<file path="config.mk">
export PLATFORM = sky130hd
export DESIGN_NAME = elevator_call_controller_flat
export DESIGN_NICKNAME = d
export VERILOG_FILES = /design/src/rtl/ecc_pkg.sv /design/src/rtl/ecc_req_if.sv /design/src/rtl/ecc_res_if.sv /design/src/rtl/elevator_call_controller.sv /design/src/rtl/ecc_queue.sv /design/src/flat_wrapper.sv
export VERILOG_INCLUDE_DIRS = /design/src /design/src/rtl
export SDC_FILE = /design/constraint.sdc
export NUM_CORES = 1
export LEC_CHECK = 0
export ABC_AREA = 1
export BUFFER_PORTS_ARGS = -buffer_cell sky130_fd_sc_hd__buf_2
export CORE_MARGIN = 3
export CORE_UTILIZATION = 60
export DETAILED_ROUTE_END_ITERATION = 8
export GPL_TIMING_DRIVEN = 0
export PLACE_DENSITY = 0.8
export SLEW_MARGIN = 20
export SYNTH_ARGS = -nofsm -noshare
export SYNTH_HDL_FRONTEND = slang
export SYNTH_SLANG_ARGS = --single-unit
</file>
<file path="constraint.sdc">
create_clock -name clk -period 2.4 [get_ports clk]
set_input_delay 0 -clock clk [delete_from_list [all_inputs] [get_ports clk]]
set_output_delay 0 -clock clk [all_outputs]
set_load 0.01 [all_outputs]
</file>
<file path="src/rtl/assert_macros.svh">
// Assertion macros for the controller's RTL files, used by the call queue.
`ifndef ASSERT_MACROS_SVH
`define ASSERT_MACROS_SVH

// A property that must hold at every clock edge outside reset.
`define ASSERT_CLK(lbl, clk, rst_n, prop, msg) \
    lbl: assert property (@(posedge clk) disable iff (!rst_n) (prop)) else $error(msg);

// An implication that must hold at every clock edge outside reset.
`define ASSERT_IMPL(lbl, clk, rst_n, ante, cons, msg) \
    lbl: assert property (@(posedge clk) disable iff (!rst_n) (ante) |-> (cons)) \
        else $error(msg);

`endif

</file>
<file path="src/rtl/ecc_pkg.sv">
// Constants, codes and shared types of the elevator call controller.
`default_nettype none

package ecc_pkg;

    localparam int FLOORS      = 16;
    localparam int QUEUE_DEPTH = 8;

    localparam int FLOOR_W = 5;
    localparam int REQ_W   = 3;
    localparam int RES_W   = 2;
    localparam int STAT_W  = 3;
    localparam int IDX_W   = (QUEUE_DEPTH > 1) ? $clog2(QUEUE_DEPTH) : 1;
    localparam int CNT_W   = $clog2(QUEUE_DEPTH + 1);

    typedef enum logic [REQ_W-1:0] {
        REQ_ADD   = 3'd0,
        REQ_START = 3'd1,
        REQ_TICK  = 3'd2,
        REQ_ARRIVE = 3'd3,
        REQ_FREE  = 3'd4
    } req_code_t;

    typedef enum logic [STAT_W-1:0] {
        ST_FREE    = 3'd0,
        ST_ADDING  = 3'd1,
        ST_DEPART  = 3'd2,
        ST_START   = 3'd3,
        ST_MOVING  = 3'd4,
        ST_ARRIVAL = 3'd5
    } ctrl_status_t;

    typedef enum logic [RES_W-1:0] {
        RES_NONE     = 2'd0,
        RES_DEPARTED = 2'd1,
        RES_REACHED  = 2'd2
    } event_res_t;

    // Commands from the sequencer to the call queue.
    typedef struct packed {
        logic               push;
        logic               depart;
        logic               use_max;
        logic [FLOOR_W-1:0] floor;
    } q_cmd_t;

    // Status from the call queue back to the sequencer.
    typedef struct packed {
        logic               full;
        logic               empty;
        logic               done;
        logic [FLOOR_W-1:0] goal;
    } q_sts_t;

endpackage

`default_nettype wire

</file>
<file path="src/rtl/ecc_req_if.sv">
// Event channel: valid/ready handshake carrying one controller event.
`default_nettype none

interface ecc_req_if;
    import ecc_pkg::*;

    logic               valid;
    logic               ready;
    logic [REQ_W-1:0]   req_type;
    logic [FLOOR_W-1:0] call_floor;

    modport source (output valid, output req_type, output call_floor, input ready);
    modport sink   (input valid, input req_type, input call_floor, output ready);
endinterface

`default_nettype wire

</file>
<file path="src/rtl/ecc_res_if.sv">
// Result channel: valid/ready handshake carrying one controller result.
`default_nettype none

interface ecc_res_if;
    import ecc_pkg::*;

    logic               valid;
    logic               ready;
    logic [RES_W-1:0]   event_res;
    logic [FLOOR_W-1:0] event_floor;
    logic [STAT_W-1:0]  status_now;
    logic [FLOOR_W-1:0] floor_now;
    logic               call_dropped;

    modport source (output valid, output event_res, output event_floor, output status_now,
                    output floor_now, output call_dropped, input ready);
    modport sink   (input valid, input event_res, input event_floor, input status_now,
                    input floor_now, input call_dropped, output ready);
endinterface

`default_nettype wire

</file>
<file path="src/rtl/elevator_call_controller.sv">
// Top level of the elevator call controller: event sequencer, cabin state, result register and call queue.
`default_nettype none

// The controller takes one event per transfer on req and returns exactly one result per
// event on res. Floor ticks, start, arrival, unknown codes and calls that cause no departure
// go straight from the accepting edge to the result state, and their result is handed to
// the output register as soon as that register is free; the next event can be taken from
// then on. A departure (a call made while free, or a free event with calls pending) is
// settled by the call queue, whose single memory read port and single comparator visit one
// entry per cycle: the scan visits every queued call when the largest floor is sought and
// only the first entry when the oldest call is taken, and the compaction then moves every
// entry above the chosen one down one place. The block accepts no event while one is being
// worked on. A finished result waits in the output register, and the next event may already
// be taken and processed meanwhile; it is then held until the previous result has been
// transferred. The call queue needs no clearing after reset, since only entries below its
// fill count are ever used.

module elevator_call_controller (
    input  wire logic  clk,
    input  wire logic  rst_n,
    ecc_req_if.sink    req,
    ecc_res_if.source  res
);
    import ecc_pkg::*;

    typedef enum logic [1:0] {
        S_IDLE,
        S_DEP_REQ,
        S_DEP_WAIT,
        S_DONE
    } seq_state_t;

    seq_state_t         state_reg;
    ctrl_status_t       status_reg;
    logic [FLOOR_W-1:0] cabin_reg;
    logic [FLOOR_W-1:0] goal_reg;
    logic               up_reg;
    logic               timer_reg;

    // Result of the event in progress.
    event_res_t         res_reg;
    logic [FLOOR_W-1:0] evfl_reg;
    logic               drop_reg;

    // Output register.
    logic               out_valid_reg;
    event_res_t         out_res_reg;
    logic [FLOOR_W-1:0] out_evfl_reg;
    ctrl_status_t       out_status_reg;
    logic [FLOOR_W-1:0] out_floor_reg;
    logic               out_drop_reg;

    q_cmd_t             q_cmd;
    q_sts_t             q_sts;

    logic               accept;
    logic               out_free;
    logic [FLOOR_W-1:0] fl_sat;

    // Values that an accepted event produces before any departure.
    ctrl_status_t       status_next;
    logic [FLOOR_W-1:0] cabin_next;
    logic               up_next;
    logic               timer_next;
    event_res_t         res_next;
    logic [FLOOR_W-1:0] evfl_next;
    logic               drop_next;
    logic               dep_next;

    assign req.ready = (state_reg == S_IDLE);
    assign accept    = req.valid && req.ready;
    assign out_free  = !out_valid_reg || res.ready;

    always_comb
    begin
        if (req.call_floor == '0)
        begin
            fl_sat = FLOOR_W'(1);
        end
        else if (req.call_floor > FLOOR_W'(FLOORS))
        begin
            fl_sat = FLOOR_W'(FLOORS);
        end
        else
        begin
            fl_sat = req.call_floor;
        end
    end

    always_comb
    begin
        status_next = status_reg;
        cabin_next  = cabin_reg;
        up_next     = up_reg;
        timer_next  = timer_reg;
        res_next    = RES_NONE;
        evfl_next   = '0;
        drop_next   = 1'b0;
        dep_next    = 1'b0;
        unique case (req.req_type)
            REQ_ADD:
            begin
                status_next = ST_ADDING;
                drop_next   = q_sts.full;
                // After the call is queued the queue is never empty, so a call made
                // while free always departs.
                dep_next    = (status_reg == ST_FREE);
            end
            REQ_START:
            begin
                if ((status_reg == ST_DEPART) || (status_reg == ST_ADDING))
                begin
                    status_next = ST_START;
                    up_next     = !(cabin_reg > goal_reg);
                    timer_next  = 1'b1;
                end
            end
            REQ_TICK:
            begin
                if (timer_reg && (status_reg != ST_FREE) && (status_reg != ST_ARRIVAL))
                begin
                    status_next = ST_MOVING;
                    if (cabin_reg == goal_reg)
                    begin
                        timer_next = 1'b0;
                        res_next   = RES_REACHED;
                        evfl_next  = goal_reg;
                    end
                    else if (up_reg)
                    begin
                        if (cabin_reg < FLOOR_W'(FLOORS))
                        begin
                            cabin_next = cabin_reg + FLOOR_W'(1);
                        end
                    end
                    else if (cabin_reg > FLOOR_W'(1))
                    begin
                        cabin_next = cabin_reg - FLOOR_W'(1);
                    end
                end
            end
            REQ_ARRIVE:
            begin
                if ((status_reg == ST_ADDING) || (status_reg == ST_MOVING)
                    || (status_reg == ST_DEPART))
                begin
                    status_next = ST_ARRIVAL;
                end
            end
            REQ_FREE:
            begin
                if ((status_reg == ST_ADDING) || (status_reg == ST_ARRIVAL))
                begin
                    status_next = ST_FREE;
                    dep_next    = !q_sts.empty;
                end
            end
            default:
            begin
                // Unknown event codes change nothing.
            end
        endcase
        if (dep_next)
        begin
            status_next = ST_DEPART;
        end
    end

    // The queue takes the call at the accepting edge and starts a departure from S_DEP_REQ.
    assign q_cmd.push    = accept && (req.req_type == REQ_ADD);
    assign q_cmd.floor   = fl_sat;
    assign q_cmd.depart  = (state_reg == S_DEP_REQ);
    assign q_cmd.use_max = (goal_reg != '0);

    ecc_queue u_queue (
        .clk   (clk),
        .rst_n (rst_n),
        .cmd   (q_cmd),
        .sts   (q_sts)
    );

    always_ff @(posedge clk or negedge rst_n)
    begin
        if (!rst_n)
        begin
            state_reg      <= S_IDLE;
            status_reg     <= ST_FREE;
            cabin_reg      <= FLOOR_W'(1);
            goal_reg       <= '0;
            up_reg         <= 1'b1;
            timer_reg      <= 1'b0;
            out_valid_reg  <= 1'b0;
            res_reg        <= RES_NONE;
            evfl_reg       <= '0;
            drop_reg       <= 1'b0;
            out_res_reg    <= RES_NONE;
            out_evfl_reg   <= '0;
            out_status_reg <= ST_FREE;
            out_floor_reg  <= FLOOR_W'(1);
            out_drop_reg   <= 1'b0;
        end
        else
        begin
            // The output register empties on its transfer unless a new result replaces it.
            if (res.ready && (state_reg != S_DONE))
            begin
                out_valid_reg <= 1'b0;
            end
            unique case (state_reg)
                S_IDLE:
                begin
                    if (accept)
                    begin
                        status_reg <= status_next;
                        cabin_reg  <= cabin_next;
                        up_reg     <= up_next;
                        timer_reg  <= timer_next;
                        res_reg    <= res_next;
                        evfl_reg   <= evfl_next;
                        drop_reg   <= drop_next;
                        state_reg  <= dep_next ? S_DEP_REQ : S_DONE;
                    end
                end
                S_DEP_REQ:
                begin
                    state_reg <= S_DEP_WAIT;
                end
                S_DEP_WAIT:
                begin
                    if (q_sts.done)
                    begin
                        goal_reg  <= q_sts.goal;
                        evfl_reg  <= q_sts.goal;
                        res_reg   <= (cabin_reg == q_sts.goal) ? RES_REACHED : RES_DEPARTED;
                        state_reg <= S_DONE;
                    end
                end
                S_DONE:
                begin
                    // Hand the result over once the output register is free.
                    if (out_free)
                    begin
                        out_valid_reg  <= 1'b1;
                        out_res_reg    <= res_reg;
                        out_evfl_reg   <= evfl_reg;
                        out_status_reg <= status_reg;
                        out_floor_reg  <= cabin_reg;
                        out_drop_reg   <= drop_reg;
                        state_reg      <= S_IDLE;
                    end
                end
                default:
                begin
                    state_reg <= S_IDLE;
                end
            endcase
        end
    end

    assign res.valid        = out_valid_reg;
    assign res.event_res    = out_res_reg;
    assign res.event_floor  = out_evfl_reg;
    assign res.status_now   = out_status_reg;
    assign res.floor_now    = out_floor_reg;
    assign res.call_dropped = out_drop_reg;

endmodule

`default_nettype wire

</file>
<file path="src/rtl/ecc_queue.sv">
// Call queue: memory of pending calls, scanned by a single compare unit and then compacted.
`default_nettype none
`include "assert_macros.svh"

module ecc_queue (
    input  wire logic           clk,
    input  wire logic           rst_n,
    input  wire ecc_pkg::q_cmd_t cmd,
    output ecc_pkg::q_sts_t     sts
);
    import ecc_pkg::*;

    typedef enum logic [1:0] {
        Q_IDLE,
        Q_SCAN,
        Q_SHIFT,
        Q_FIN
    } q_state_t;

    q_state_t           state_reg;
    logic [CNT_W-1:0]   cnt_reg;
    logic [IDX_W-1:0]   idx_reg;
    logic [IDX_W-1:0]   last_reg;
    logic               issue_reg;
    logic               cmp_valid_reg;
    logic [IDX_W-1:0]   cmp_idx_reg;
    logic [FLOOR_W-1:0] best_reg;
    logic [IDX_W-1:0]   pick_reg;
    logic               wr_valid_reg;
    logic [IDX_W-1:0]   wr_addr_reg;

    logic [FLOOR_W-1:0] mem [QUEUE_DEPTH];
    logic [FLOOR_W-1:0] rd_data_reg;

    logic               full;
    logic               push_ok;
    logic               wr_en;
    logic [IDX_W-1:0]   wr_addr;
    logic [FLOOR_W-1:0] wr_data;
    logic [IDX_W-1:0]   rd_addr;
    logic [CNT_W-1:0]   cnt_m1;
    logic               take;
    logic [FLOOR_W-1:0] best_next;
    logic [IDX_W-1:0]   pick_next;
    logic               scan_end;
    logic               shift_go;

    assign full     = (cnt_reg == CNT_W'(QUEUE_DEPTH));
    assign push_ok  = (state_reg == Q_IDLE) && cmd.push && !full;
    assign cnt_m1   = cnt_reg - CNT_W'(1);

    // One compare per cycle: keep the first occurrence of the largest floor.
    assign take      = cmp_valid_reg && ((cmp_idx_reg == '0) || (rd_data_reg > best_reg));
    assign best_next = take ? rd_data_reg : best_reg;
    assign pick_next = take ? cmp_idx_reg : pick_reg;
    assign scan_end  = (state_reg == Q_SCAN) && cmp_valid_reg && (cmp_idx_reg == last_reg);
    assign shift_go  = ((CNT_W'(idx_reg) + CNT_W'(1)) < cnt_reg);

    assign rd_addr = (state_reg == Q_SCAN) ? idx_reg : (idx_reg + IDX_W'(1));
    assign wr_en   = push_ok || wr_valid_reg;
    assign wr_addr = push_ok ? cnt_reg[IDX_W-1:0] : wr_addr_reg;
    assign wr_data = push_ok ? cmd.floor : rd_data_reg;

    always_ff @(posedge clk)
    begin
        if (wr_en)
        begin
            mem[wr_addr] <= wr_data;
        end
        rd_data_reg <= mem[rd_addr];
    end

    always_ff @(posedge clk or negedge rst_n)
    begin
        if (!rst_n)
        begin
            state_reg     <= Q_IDLE;
            cnt_reg       <= '0;
            issue_reg     <= 1'b0;
            cmp_valid_reg <= 1'b0;
            wr_valid_reg  <= 1'b0;
            idx_reg       <= '0;
            last_reg      <= '0;
            cmp_idx_reg   <= '0;
            best_reg      <= '0;
            pick_reg      <= '0;
            wr_addr_reg   <= '0;
        end
        else
        begin
            unique case (state_reg)
                Q_IDLE:
                begin
                    wr_valid_reg <= 1'b0;
                    if (push_ok)
                    begin
                        cnt_reg <= cnt_reg + CNT_W'(1);
                    end
                    if (cmd.depart)
                    begin
                        idx_reg       <= '0;
                        last_reg      <= cmd.use_max ? cnt_m1[IDX_W-1:0] : '0;
                        issue_reg     <= 1'b1;
                        cmp_valid_reg <= 1'b0;
                        state_reg     <= Q_SCAN;
                    end
                end
                Q_SCAN:
                begin
                    best_reg    <= best_next;
                    pick_reg    <= pick_next;
                    cmp_idx_reg <= idx_reg;
                    if (scan_end)
                    begin
                        idx_reg       <= pick_next;
                        cmp_valid_reg <= 1'b0;
                        state_reg     <= Q_SHIFT;
                    end
                    else
                    begin
                        cmp_valid_reg <= issue_reg;
                        if (issue_reg)
                        begin
                            if (idx_reg == last_reg)
                            begin
                                issue_reg <= 1'b0;
                            end
                            else
                            begin
                                idx_reg <= idx_reg + IDX_W'(1);
                            end
                        end
                    end
                end
                Q_SHIFT:
                begin
                    // Read the entry above, and write it one place down in the following cycle.
                    if (shift_go)
                    begin
                        wr_valid_reg <= 1'b1;
                        wr_addr_reg  <= idx_reg;
                        idx_reg      <= idx_reg + IDX_W'(1);
                    end
                    else
                    begin
                        wr_valid_reg <= 1'b0;
                        state_reg    <= Q_FIN;
                    end
                end
                Q_FIN:
                begin
                    cnt_reg   <= cnt_m1;
                    state_reg <= Q_IDLE;
                end
                default:
                begin
                    state_reg <= Q_IDLE;
                end
            endcase
        end
    end

    assign sts.full  = full;
    assign sts.empty = (cnt_reg == '0);
    assign sts.done  = (state_reg == Q_FIN);
    assign sts.goal  = best_reg;

    `ASSERT_CLK(a_cnt_bound, clk, rst_n, cnt_reg <= CNT_W'(QUEUE_DEPTH), "queue count beyond depth")
    `ASSERT_IMPL(a_dep_nonempty, clk, rst_n, cmd.depart, cnt_reg != '0, "departure from empty queue")
    `ASSERT_IMPL(a_fin_after_shift, clk, rst_n, state_reg == Q_FIN, $past(state_reg) == Q_SHIFT, "finish not preceded by compaction")

endmodule

`default_nettype wire
</file>
<file path="src/flat_wrapper.sv">
// flat-port wrapper written by rule: the top's interface ports become plain ports
module elevator_call_controller_flat import ecc_pkg::*;
  (clk, rst_n, req_valid, req_req_type, req_call_floor, req_ready, res_valid, res_event_res, res_event_floor, res_status_now, res_floor_now, res_call_dropped, res_ready);
  ecc_req_if req_i ();
  ecc_res_if res_i ();
  input  wire logic clk;
  input  wire logic rst_n;
  input wire logic [$bits(req_i.valid)-1:0] req_valid;
  input wire logic [$bits(req_i.req_type)-1:0] req_req_type;
  input wire logic [$bits(req_i.call_floor)-1:0] req_call_floor;
  output wire logic [$bits(req_i.ready)-1:0] req_ready;
  output wire logic [$bits(res_i.valid)-1:0] res_valid;
  output wire logic [$bits(res_i.event_res)-1:0] res_event_res;
  output wire logic [$bits(res_i.event_floor)-1:0] res_event_floor;
  output wire logic [$bits(res_i.status_now)-1:0] res_status_now;
  output wire logic [$bits(res_i.floor_now)-1:0] res_floor_now;
  output wire logic [$bits(res_i.call_dropped)-1:0] res_call_dropped;
  input wire logic [$bits(res_i.ready)-1:0] res_ready;
  assign req_i.valid = req_valid;
  assign req_i.req_type = req_req_type;
  assign req_i.call_floor = req_call_floor;
  assign req_ready = req_i.ready;
  assign res_valid = res_i.valid;
  assign res_event_res = res_i.event_res;
  assign res_event_floor = res_i.event_floor;
  assign res_status_now = res_i.status_now;
  assign res_floor_now = res_i.floor_now;
  assign res_call_dropped = res_i.call_dropped;
  assign res_i.ready = res_ready;
  elevator_call_controller u_core (.clk(clk), .rst_n(rst_n), .req(req_i), .res(res_i));
endmodule
</file>
==> results.json, run 1 <==
{
  "stdcell_count": 846,
  "grt_overflow": 0,
  "power_leakage_nw": 3.15,
  "gp_congestion": 0.953,
  "cts_tree": "done",
  "largest_reg_flops": 40,
  "path_max_fanout": 8,
  "routed_wl_um": 13500,
  "yosys.area.top_type_share_pct": 29.5,
  "diodes": 0,
  "port_buffers": 29,
  "cp-end-kind": "flip-flop",
  "cp_data_arrival_time_ns": 2.55,
  "antenna_found_initial": 0,
  "mostFrequentLayoutCells": "nand2_1 (131), inv_1 (81), o21ai_0 (76)",
  "period_needed_ns": 2.33,
  "worst-setup-path-type": "reg -> reg",
  "drt-initial-drc-count": 320,
  "whs_endpoint": "u_core.u_queue.mem[0][2]$_DFFE_PP_",
  "rsz0062_at_grt": "true",
  "slowest_stage": "o21ai_1",
  "synth-compound-area-share_pct": 12.4,
  "area.growth.synth_to_final_pct": 20.3,
  "ys_ff_latch": 116,
  "dr_total_vias": 4707,
  "synth_cell_types": 40,
  "syn_inst": 641,
  "clock-sinks": 116,
  "tightest_slew_ns": 0.701,
  "start_util_pct": 62.2,
  "synth.largest_area_cell": "dfrtp_1",
  "synth-xor-area-share_pct": 2.73,
  "ios": 30,
  "synthMuxAreaShare_pct": 0.585,
  "ys_seq_area_share_pct": 53.4,
  "finalHoldViolCount": 0,
  "grt_pass1_vias": 4693,
  "h-tree-depth": 4,
  "num-nets-final": 743,
  "syn-num-nets": 680,
  "die-height_um": 104,
  "crit_required_ns": 2.62,
  "rr_endpoint": "u_core.u_queue.mem[6][3]$_DFFE_PP_",
  "fin_crit_sh_pct": 97.2,
  "cap_viol_max_count": 0,
  "fillers": 634,
  "coreArea_mm2": 0.00928,
  "p_per_area_mw_per_mm2": 1320,
  "start_kind": "flip-flop",
  "ys_top_cells_by_area": "dfrtp_1 (29%), edfxtp_1 (21%), nand2_1 (8.6%), o21ai_0 (6.9%), ha_1 (5.9%)",
  "hpwl_um": 9020,
  "max_stage_delay_ns": 0.58,
  "root_buffer": "clkbuf_8",
  "clk_pin_slew_ns": 0.06,
  "crit_top_cell": "inv_1",
  "clk_latency_ns": 0.52,
  "worstHoldPathType": "in -> reg",
  "synth_fa_ha_area_share_pct": 5.85,
  "syn_avg_cell_area_um2": 9.00,
  "drtAntennaViolNets": 0,
  "final_common_cell": "nand2_1",
  "max-vdd-ir-drop_v": 0.000577,
  "synth_simple_gate_area_share_pct": 18.4,
  "grt_usage_pct": 25.6,
  "relSlewSlack_pct": 52.9,
  "r2r-start": "u_core.state_reg[0]$_DFFE_PN0P_",
  "rr_worst_depth": 8,
  "totalPowerFinal_w": 0.00919,
  "setup_violations": 0,
  "dieArea_mm2": 0.0108,
  "numCtsBuffers": 17,
  "status": "completed",
  "slew_viol_final": 0,
  "wire_per_inst_um": 15.9,
  "hp-start": "req_call_floor[2]",
  "grt_max_degree": 43,
  "clock.fmax_mhz": 429,
  "syn_area_mm2": 0.00577,
  "grt_pass1_wl_um": 22200,
  "hold_depth": 3,
  "drc": 0,
  "path_cells": "inv_1 -> ha_4 -> nand2_2 -> nor2_4 -> nand3_4 -> nor2_1 -> inv_1 -> o21ai_1",
  "yosys_warnings": 0,
  "holdWs_ns": 0.0185,
  "rows": 35,
  "skew_ns": 0.00849,
  "drive_gt1_share_pct": 16.0,
  "die_x_um": 104,
  "largest-register": "u_core.u_queue.mem",
  "vias_per_cell": 5.56,
  "dr.pass1.iters": 5,
  "dp.cells": 800,
  "clockBufferDepth": 2,
  "rrSetupSlack_ns": 0.07,
  "synth_top_family_by_area": "simple AND/OR/NAND/NOR gates"
}
## per-layer routing
metal / up-vias / GRT usage [%] / share of wire (%)
met5: - / 0 / 0
met4: 0 / 9.21 / 2.1
met3: 26 / 5.96 / 5.9
met2: 182 / 45.4 / 52
met1: 2256 / 30.5 / 40
li1: 2243 / - / -
## repair_timing
action,in CTS,in global routing
endpoints found under the hold margin,75,0
hold buffers,10,0
pin swaps,0,2
setup endpoints to repair,72,77
setup buffers,0,4
resized for setup,19,9
cloned,0,0
## through the flow
stage | setup TNS, ns | util, % | area [um2] | worst slack [ns]
2_1_floorplan | 0 | - | 5770 | 0.221
3_3_place_gp | -8.83 | 65.5 | 6080 | -0.351
3_5_place_dp | -14.00 | 65.7 | 6100 | -0.462
4_1_cts | -1.41 | 73.9 | 6860 | -0.0685
5_1_grt | -1.75 | 74.8 | 6940 | -0.0954
6_report | 0 | 74.8 | 6940 | 0.0679
## worst max-delay path by stage
| stage | to | start | slack, ns | depth (start not counted) |
|---|---|---|---|---|
| floorplan | u_core.u_queue.mem[3][0]$_DFFE_PP_ | u_core.state_reg[0]$_DFFE_PN0P_ | 0.22 | 11 |
| global placement | u_core.u_queue.mem[6][2]$_DFFE_PP_ | u_core.state_reg[0]$_DFFE_PN0P_ | -0.35 | 8 |
| detailed placement | u_core.u_queue.mem[5][2]$_DFFE_PP_ | u_core.state_reg[0]$_DFFE_PN0P_ | -0.46 | 8 |
| CTS | u_core.u_queue.mem[4][0]$_DFFE_PP_ | u_core.state_reg[0]$_DFFE_PN0P_ | -0.07 | 8 |
| global route | u_core.u_queue.mem[6][3]$_DFFE_PP_ | u_core.state_reg[0]$_DFFE_PN0P_ | -0.1 | 8 |
| finish | u_core.u_queue.mem[6][3]$_DFFE_PP_ | u_core.state_reg[0]$_DFFE_PN0P_ | 0.07 | 8 |
## power breakdown
group          leakage, nW  switching (W)  internal [W]
Clock                0.293        0.00103       0.00153
Sequential            1.30       0.000419       0.00274
Combinational         1.55        0.00230       0.00117
Total                 3.15        0.00375       0.00544
## cell type report
cell class	count	area (um2)	share of cell area [%]
flip-flops and latches	116	3080	44.4
multi-input cells	424	2410	34.7
clock buffers	17	414	5.96
inverters	87	329	4.74
repair buffers	44	308	4.43
clock inverters	15	183	2.63
well taps	129	161	2.32
plain buffers	14	57.6	0.829
## synth_stat cells (all sizes together)
cell and instances:
nand3 28, xor2 13, o22ai 16, edfxtp 40, clkbuf 11, dfxtp 5, dfrtp 68, nor2 66
o21ai 84, ha 27, a21oi 14, nand2 136, clkinv 1, xnor2 5, o31ai 1, mux2 3
buf 3, dfstp 3, o221ai 4, or2 3, o21bai 1, nor3 11, inv 86, o211ai 4
nor4 4, a31oi 3, o21a 1
## critical path: cells and delay by family (launching register included)
kind | cells | cell delay [ns]
compound gates | 1 | 0.58
fa+ha+maj | 1 | 0.20
buf+inv | 2 | 0.29
flops | 1 | 0.40
simple gates | 4 | 0.56
## kinds of logic after synthesis
family	after synthesis
AND/OR/NAND/NOR	248
AO/OA/AOI/OAI	128
flip-flops	116
buffers and inverters	101
adder cells (fa/ha/maj)	27
XOR/XNOR	18
multiplexers	3
Note: power is estimated with default switching activity, not from simulation.
==> run 2, diff against run 1 <==
--- a/config.mk
+++ b/config.mk
@@ -9,10 +9,9 @@
 export ABC_AREA = 1
 export BUFFER_PORTS_ARGS = -buffer_cell sky130_fd_sc_hd__buf_2
 export CORE_MARGIN = 3
-export CORE_UTILIZATION = 60
+export CORE_UTILIZATION = 45
 export DETAILED_ROUTE_END_ITERATION = 8
-export GPL_TIMING_DRIVEN = 0
-export PLACE_DENSITY = 0.8
+export PLACE_DENSITY = 0.64
 export SLEW_MARGIN = 20
 export SYNTH_ARGS = -nofsm -noshare
 export SYNTH_HDL_FRONTEND = slang
==> results.json, run 2 (synthesis gave the netlist of run 1 again) <==
{
  "clockBufferDepth": 2,
  "grt_max_degree": 72,
  "p_per_area_mw_per_mm2": 1320,
  "rrSetupSlack_ns": 0.09,
  "finalHoldViolCount": 0,
  "period_needed_ns": 2.31,
  "whs_endpoint": "u_core.res_reg[0]$_DFFE_PN0P_",
  "ios": 30,
  "relSlewSlack_pct": 62.3,
  "grt_pass1_vias": 4483,
  "hold_depth": 5,
  "setup_violations": 0,
  "wire_per_inst_um": 14.4,
  "fin_ws_ns": 0.0943,
  "routed_wl_um": 12700,
  "rr_worst_depth": 11,
  "clock-sinks": 116,
  "final_common_cell": "nand2_1",
  "drc": 0,
  "cp_data_arrival_time_ns": 2.38,
  "drtAntennaViolNets": 0,
  "rr_endpoint": "u_core.u_queue.mem[7][2]$_DFFE_PP_",
  "skew_ns": 0.00555,
  "start_kind": "flip-flop",
  "root_buffer": "clkbuf_16",
  "path_max_fanout": 10,
  "antenna_found_initial": 0,
  "die_x_um": 119,
  "rows": 40,
  "status": "completed",
  "cp-end-kind": "flip-flop",
  "dr_total_vias": 4538,
  "worstHoldPathType": "in -> reg",
  "coreArea_mm2": 0.0123,
  "max-vdd-ir-drop_v": 0.000613,
  "dieArea_mm2": 0.0142,
  "cts_tree": "done",
  "vias_per_cell": 5.17,
  "clk_pin_slew_ns": 0.05,
  "slowest_stage": "dfrtp_1",
  "place_ws_ns": 0.104,
  "fin_crit_sh_pct": 96.1,
  "grt_pass1_wl_um": 21500,
  "clock.fmax_mhz": 434,
  "start_util_pct": 47.1,
  "cts_setup_buffers": 0,
  "grt_overflow": 0,
  "drt-initial-drc-count": 380,
  "largest-register": "u_core.u_queue.mem",
  "path_cells": "inv_1 -> ha_1 -> nand2_1 -> nor2_2 -> nand3_4 -> inv_4 -> or2_1 -> o21ai_2 -> inv_1 -> nand2_1 -> nor2_1",
  "drive_gt1_share_pct": 15.5,
  "setup_tns_ns": 0,
  "port_buffers": 29,
  "power_leakage_nw": 3.12,
  "slew_viol_final": 0,
  "totalPowerFinal_w": 0.00900,
  "tightest_slew_ns": 0.560,
  "max_stage_delay_ns": 0.40,
  "clk_latency_ns": 0.42,
  "die-height_um": 119,
  "mostFrequentLayoutCells": "nand2_1 (132), inv_1 (81), o21ai_0 (77)",
  "dr.pass1.iters": 5,
  "r2r-start": "u_core.state_reg[0]$_DFFE_PN0P_",
  "numCtsBuffers": 17,
  "hp-start": "req_valid",
  "area.growth.synth_to_final_pct": 18.5,
  "cap_viol_max_count": 0,
  "largest_reg_flops": 40,
  "crit_required_ns": 2.47,
  "worst-setup-path-type": "reg -> reg",
  "h-tree-depth": 4,
  "num-nets-final": 736,
  "diodes": 0,
  "grt_usage_pct": 19.3,
  "gp_congestion": 0.928,
  "rsz0062_at_grt": "true",
  "hpwl_um": 9240
}
-- run 2: changes by cell type in the layout (fill, tap and decap cells not counted), sizes merged --
cell and change:
inv -12, clkbuf -6, buf +9, clkinv +6
clkinvlp +1, dlygate4sd3 -5
-- run 2: per-stage QoR --
stage | hold slack, ns | instances | cell area [um2] | util, %
after detailed placement | 0.0628 | 842 | 6220 | 50.7
after global placement | 0.0591 | 842 | 6220 | 50.7
after CTS | 0.0105 | 878 | 6830 | 55.7
after floorplan | -0.296 | 641 | 5770 | -
final | 0.0358 | 878 | 6840 | 55.8
after global routing | 0.0559 | 878 | 6840 | 55.8
-- run 2: how the worst max path moves through the flow --
stage / from / endpoint / cells after the start
CTS: u_core.state_reg[0]$_DFFE_PN0P_ / u_core.u_queue.mem[6][1]$_DFFE_PP_ / 11
detailed placement: u_core.state_reg[0]$_DFFE_PN0P_ / u_core.u_queue.mem[7][3]$_DFFE_PP_ / 11
global route: u_core.state_reg[0]$_DFFE_PN0P_ / u_core.u_queue.mem[1][4]$_DFFE_PP_ / 11
finish: u_core.state_reg[0]$_DFFE_PN0P_ / u_core.u_queue.mem[7][2]$_DFFE_PP_ / 11
global placement: u_core.state_reg[0]$_DFFE_PN0P_ / u_core.u_queue.mem[5][3]$_DFFE_PP_ / 9
floorplan: u_core.state_reg[0]$_DFFE_PN0P_ / u_core.u_queue.mem[3][0]$_DFFE_PP_ / 11
-- run 2: power breakdown --
| group | leakage (nW) | switching [W] | total, W | internal [W] |
|---|---|---|---|---|
| combinational | 1.54 | 0.00221 | 0.00344 | 0.00124 |
| sequential | 1.30 | 0.000393 | 0.00313 | 0.00274 |
| clock | 0.280 | 0.000857 | 0.00243 | 0.00157 |
| total | 3.12 | 0.00346 | 0.00900 | 0.00554 |
-- run 2: routing by layer --
layer / track usage, % / routed length [um]
met1: 23.8 / 5630
met2: 32.0 / 6180
met3: 4.51 / 500
met4: 8.76 / 353
met5: 0 / 0
-- run 2: what timing repair did --
item	4_1_cts	5_1_grt
hold buffers	4	0
endpoints found under the setup margin	0	37
resized for setup	0	6
hold endpoints to repair	73	0
-- run 2: area by class of cell --
class,instances,area (um2)
inverters,87,329
fillers,1089,5420
clock inverters,10,109
flip-flops and latches,116,3080
multi-input cells,424,2310
well taps,168,210
clock buffers,22,464
repair buffers,51,333
-- run 2: worst max-delay path: cells and delay by family, from the launching register on --
family | cells | cell delay [ns]
adders and majority gates | 1 | 0.18
DFF | 1 | 0.40
buffers and inverters | 3 | 0.30
and+or+nand+nor | 6 | 1.01
AOI/OAI and AO/OA | 1 | 0.07
==> run 3, diff against run 2 <==
--- a/config.mk
+++ b/config.mk
@@ -9,9 +9,11 @@
 export ABC_AREA = 1
 export BUFFER_PORTS_ARGS = -buffer_cell sky130_fd_sc_hd__buf_2
 export CORE_MARGIN = 3
-export CORE_UTILIZATION = 45
+export CORE_UTILIZATION = 50
+export CTS_BUF_LIST = sky130_fd_sc_hd__clkbuf_4 sky130_fd_sc_hd__clkbuf_8
 export DETAILED_ROUTE_END_ITERATION = 8
-export PLACE_DENSITY = 0.64
+export PLACE_DENSITY = 0.69
+export SKIP_CTS_REPAIR_TIMING = 1
 export SLEW_MARGIN = 20
 export SYNTH_ARGS = -nofsm -noshare
 export SYNTH_HDL_FRONTEND = slang
==> results.json, run 3 (synthesis gave the netlist of run 1 again) <==
{
  "status": "finished with violations",
  "violations": "hold timing",
  "antenna_found_initial": 0,
  "dp.cells": 815,
  "cp_data_arrival_time_ns": 2.39,
  "ios": 30,
  "clock-sinks": 116,
  "gp_congestion": 0.897,
  "setup_tns_ns": 0,
  "h-tree-depth": 4,
  "period_needed_ns": 2.23,
  "numCtsBuffers": 17,
  "grt_pass1_wl_um": 20500,
  "diodes": 0,
  "drt-initial-drc-count": 304,
  "clock.fmax_mhz": 449,
  "fillers": 956,
  "fin_crit_sh_pct": 92.8,
  "cap_viol_max_count": 0,
  "tightest_slew_ns": 0.897,
  "largest_reg_flops": 40,
  "stdcell_count": 850,
  "holdWs_ns": -0.00205,
  "start_util_pct": 52.1,
  "cp-end-kind": "flip-flop",
  "slew_viol_final": 0,
  "grt_overflow": 0,
  "worst-setup-path-type": "reg -> reg",
  "mostFrequentLayoutCells": "nand2_1 (132), inv_1 (81), o21ai_0 (79)",
  "vias_per_cell": 5.20,
  "largest-register": "u_core.u_queue.mem",
  "final_common_cell": "nand2_1",
  "dr.pass1.iters": 5,
  "path_max_fanout": 6,
  "swShare_pct": 39.9,
  "dieArea_mm2": 0.0129,
  "power_leakage_nw": 3.05,
  "crit_required_ns": 2.56,
  "p_seq_share_pct": 37.7,
  "num-nets-final": 737,
  "setup_violations": 0,
  "grt_usage_pct": 20.6,
  "clk_latency_ns": 0.45,
  "start_kind": "flip-flop",
  "die-height_um": 113,
  "grt_max_degree": 72,
  "clkPwrFrac_pct": 21.2,
  "p_per_area_mw_per_mm2": 1250,
  "skew_ns": 0.00860,
  "die_x_um": 113,
  "clockBufferDepth": 2,
  "dr_total_vias": 4424,
  "port_buffers": 29,
  "routed_wl_um": 12200,
  "clk_pin_slew_ns": 0.07,
  "drtAntennaViolNets": 0,
  "p_sw_w": 0.00331,
  "hpwl_um": 9080,
  "wire_per_inst_um": 14.4,
  "root_buffer": "clkbuf_8",
  "cts_tree": "done",
  "drc": 0,
  "finalHoldViolCount": 1,
  "area.growth.synth_to_final_pct": 15.3,
  "p_int_w": 0.00499,
  "worstHoldPathType": "in -> reg",
  "rows": 38,
  "relSlewSlack_pct": 40.2,
  "p_comb_share_pct": 41.1,
  "drive_gt1_share_pct": 16.3,
  "max-vdd-ir-drop_v": 0.000616,
  "grt_pass1_vias": 4331,
  "coreArea_mm2": 0.0111
}
==> run 3: cell count changes in the layout (fill, tap and decap cells not counted), moves of 3 or more <==
cell,delta
clkbuf_1,-3
clkbuf_16,-17
clkbuf_4,+3
clkbuf_8,+22
nor2_4,+4
==> run 3: power groups by stage <==
stage	combinational (W)	sequential, W	clock [W]
after floorplan	0.00233	0.00312	0
after global placement	0.00330	0.00315	0
after detailed placement	0.00337	0.00316	0
after CTS	0.00339	0.00313	0.00180
after global routing	0.00392	0.00320	0.00190
final	0.00342	0.00313	0.00176
==> run 3: area by class of cell <==
cell class                      instances  area (um2)  area share [%]
Tap cell                              140         175            2.63
Timing Repair Buffer                   52         328            4.93
Sequential cell                       116        3080            46.3
Inverter                               87         329            4.95
Clock buffer                           27         353            5.30
Clock inverter                          4        45.0           0.677
Multi-Input combinational cell        424        2340            35.2
==> run 3: critical path, stage by stage, from the launching register on <==
cell	delay, ns
dfrtp_1	0.42
inv_1	0.13
ha_1	0.21
nand2_2	0.10
nor2_4	0.11
inv_2	0.05
nand3_4	0.12
inv_4	0.05
or2_1	0.21
o21ai_2	0.09
nand2_1	0.12
nor2_1	0.17
buf_4	0.17
==> run 3: worst paths after layout <==
| check | start | endpoint | slack (ns) | cells after the start |
|---|---|---|---|---|
| max | u_core.u_queue.cnt_reg[1]$_DFFE_PN0P_ | u_core.u_queue.mem[5][1]$_DFFE_PP_ | 0.17 | 12 |
| min | req_valid | u_core.res_reg[0]$_DFFE_PN0P_ | -0.002 | 5 |
| max reg2reg | u_core.u_queue.cnt_reg[1]$_DFFE_PN0P_ | u_core.u_queue.mem[5][1]$_DFFE_PP_ | 0.17 | 12 |
| min reg2reg | u_core.res.floor_now[3]$_DFFE_PN0P_ | u_core.res.floor_now[3]$_DFFE_PN0P_ | 0.48 | 2 |
| max in group asynchronous | rst_n | u_core.goal_reg[3]$_DFFE_PN0P_ | 1.51 | 3 |
| min in group asynchronous | rst_n | u_core.status_reg[1]$_DFFE_PN0P_ | 0.29 | 3 |
==> run 3: through the flow <==
stage / worst slack (ns) / cell area, um2 / hold WS [ns] / utilization, % / total power [W]
finish: 0.173 / 6650 / -0.00205 / 60.0 / 0.00831
global route: -0.0424 / 6650 / 0.0195 / 60.0 / 0.00903
global placement: 0.165 / 6180 / 0.257 / 55.7 / 0.00644
CTS: 0.0543 / 6570 / -0.219 / 59.3 / 0.00832
detailed placement: 0.0948 / 6180 / 0.264 / 55.7 / 0.00653
floorplan: 0.221 / 5770 / -0.296 / - / 0.00546
==> run 3: per-layer routing <==
| metal | part of all wire, % | vias up | wire length (um) | track usage [%] |
|---|---|---|---|---|
| li1 | - | 2232 | - | - |
| met1 | 45 | 2052 | 5460 | 26.2 |
| met2 | 47 | 111 | 5740 | 32.0 |
| met3 | 5.0 | 29 | 617 | 6.63 |
| met4 | 3.4 | 0 | 410 | 9.94 |
| met5 | 0 | - | 0 | 0 |
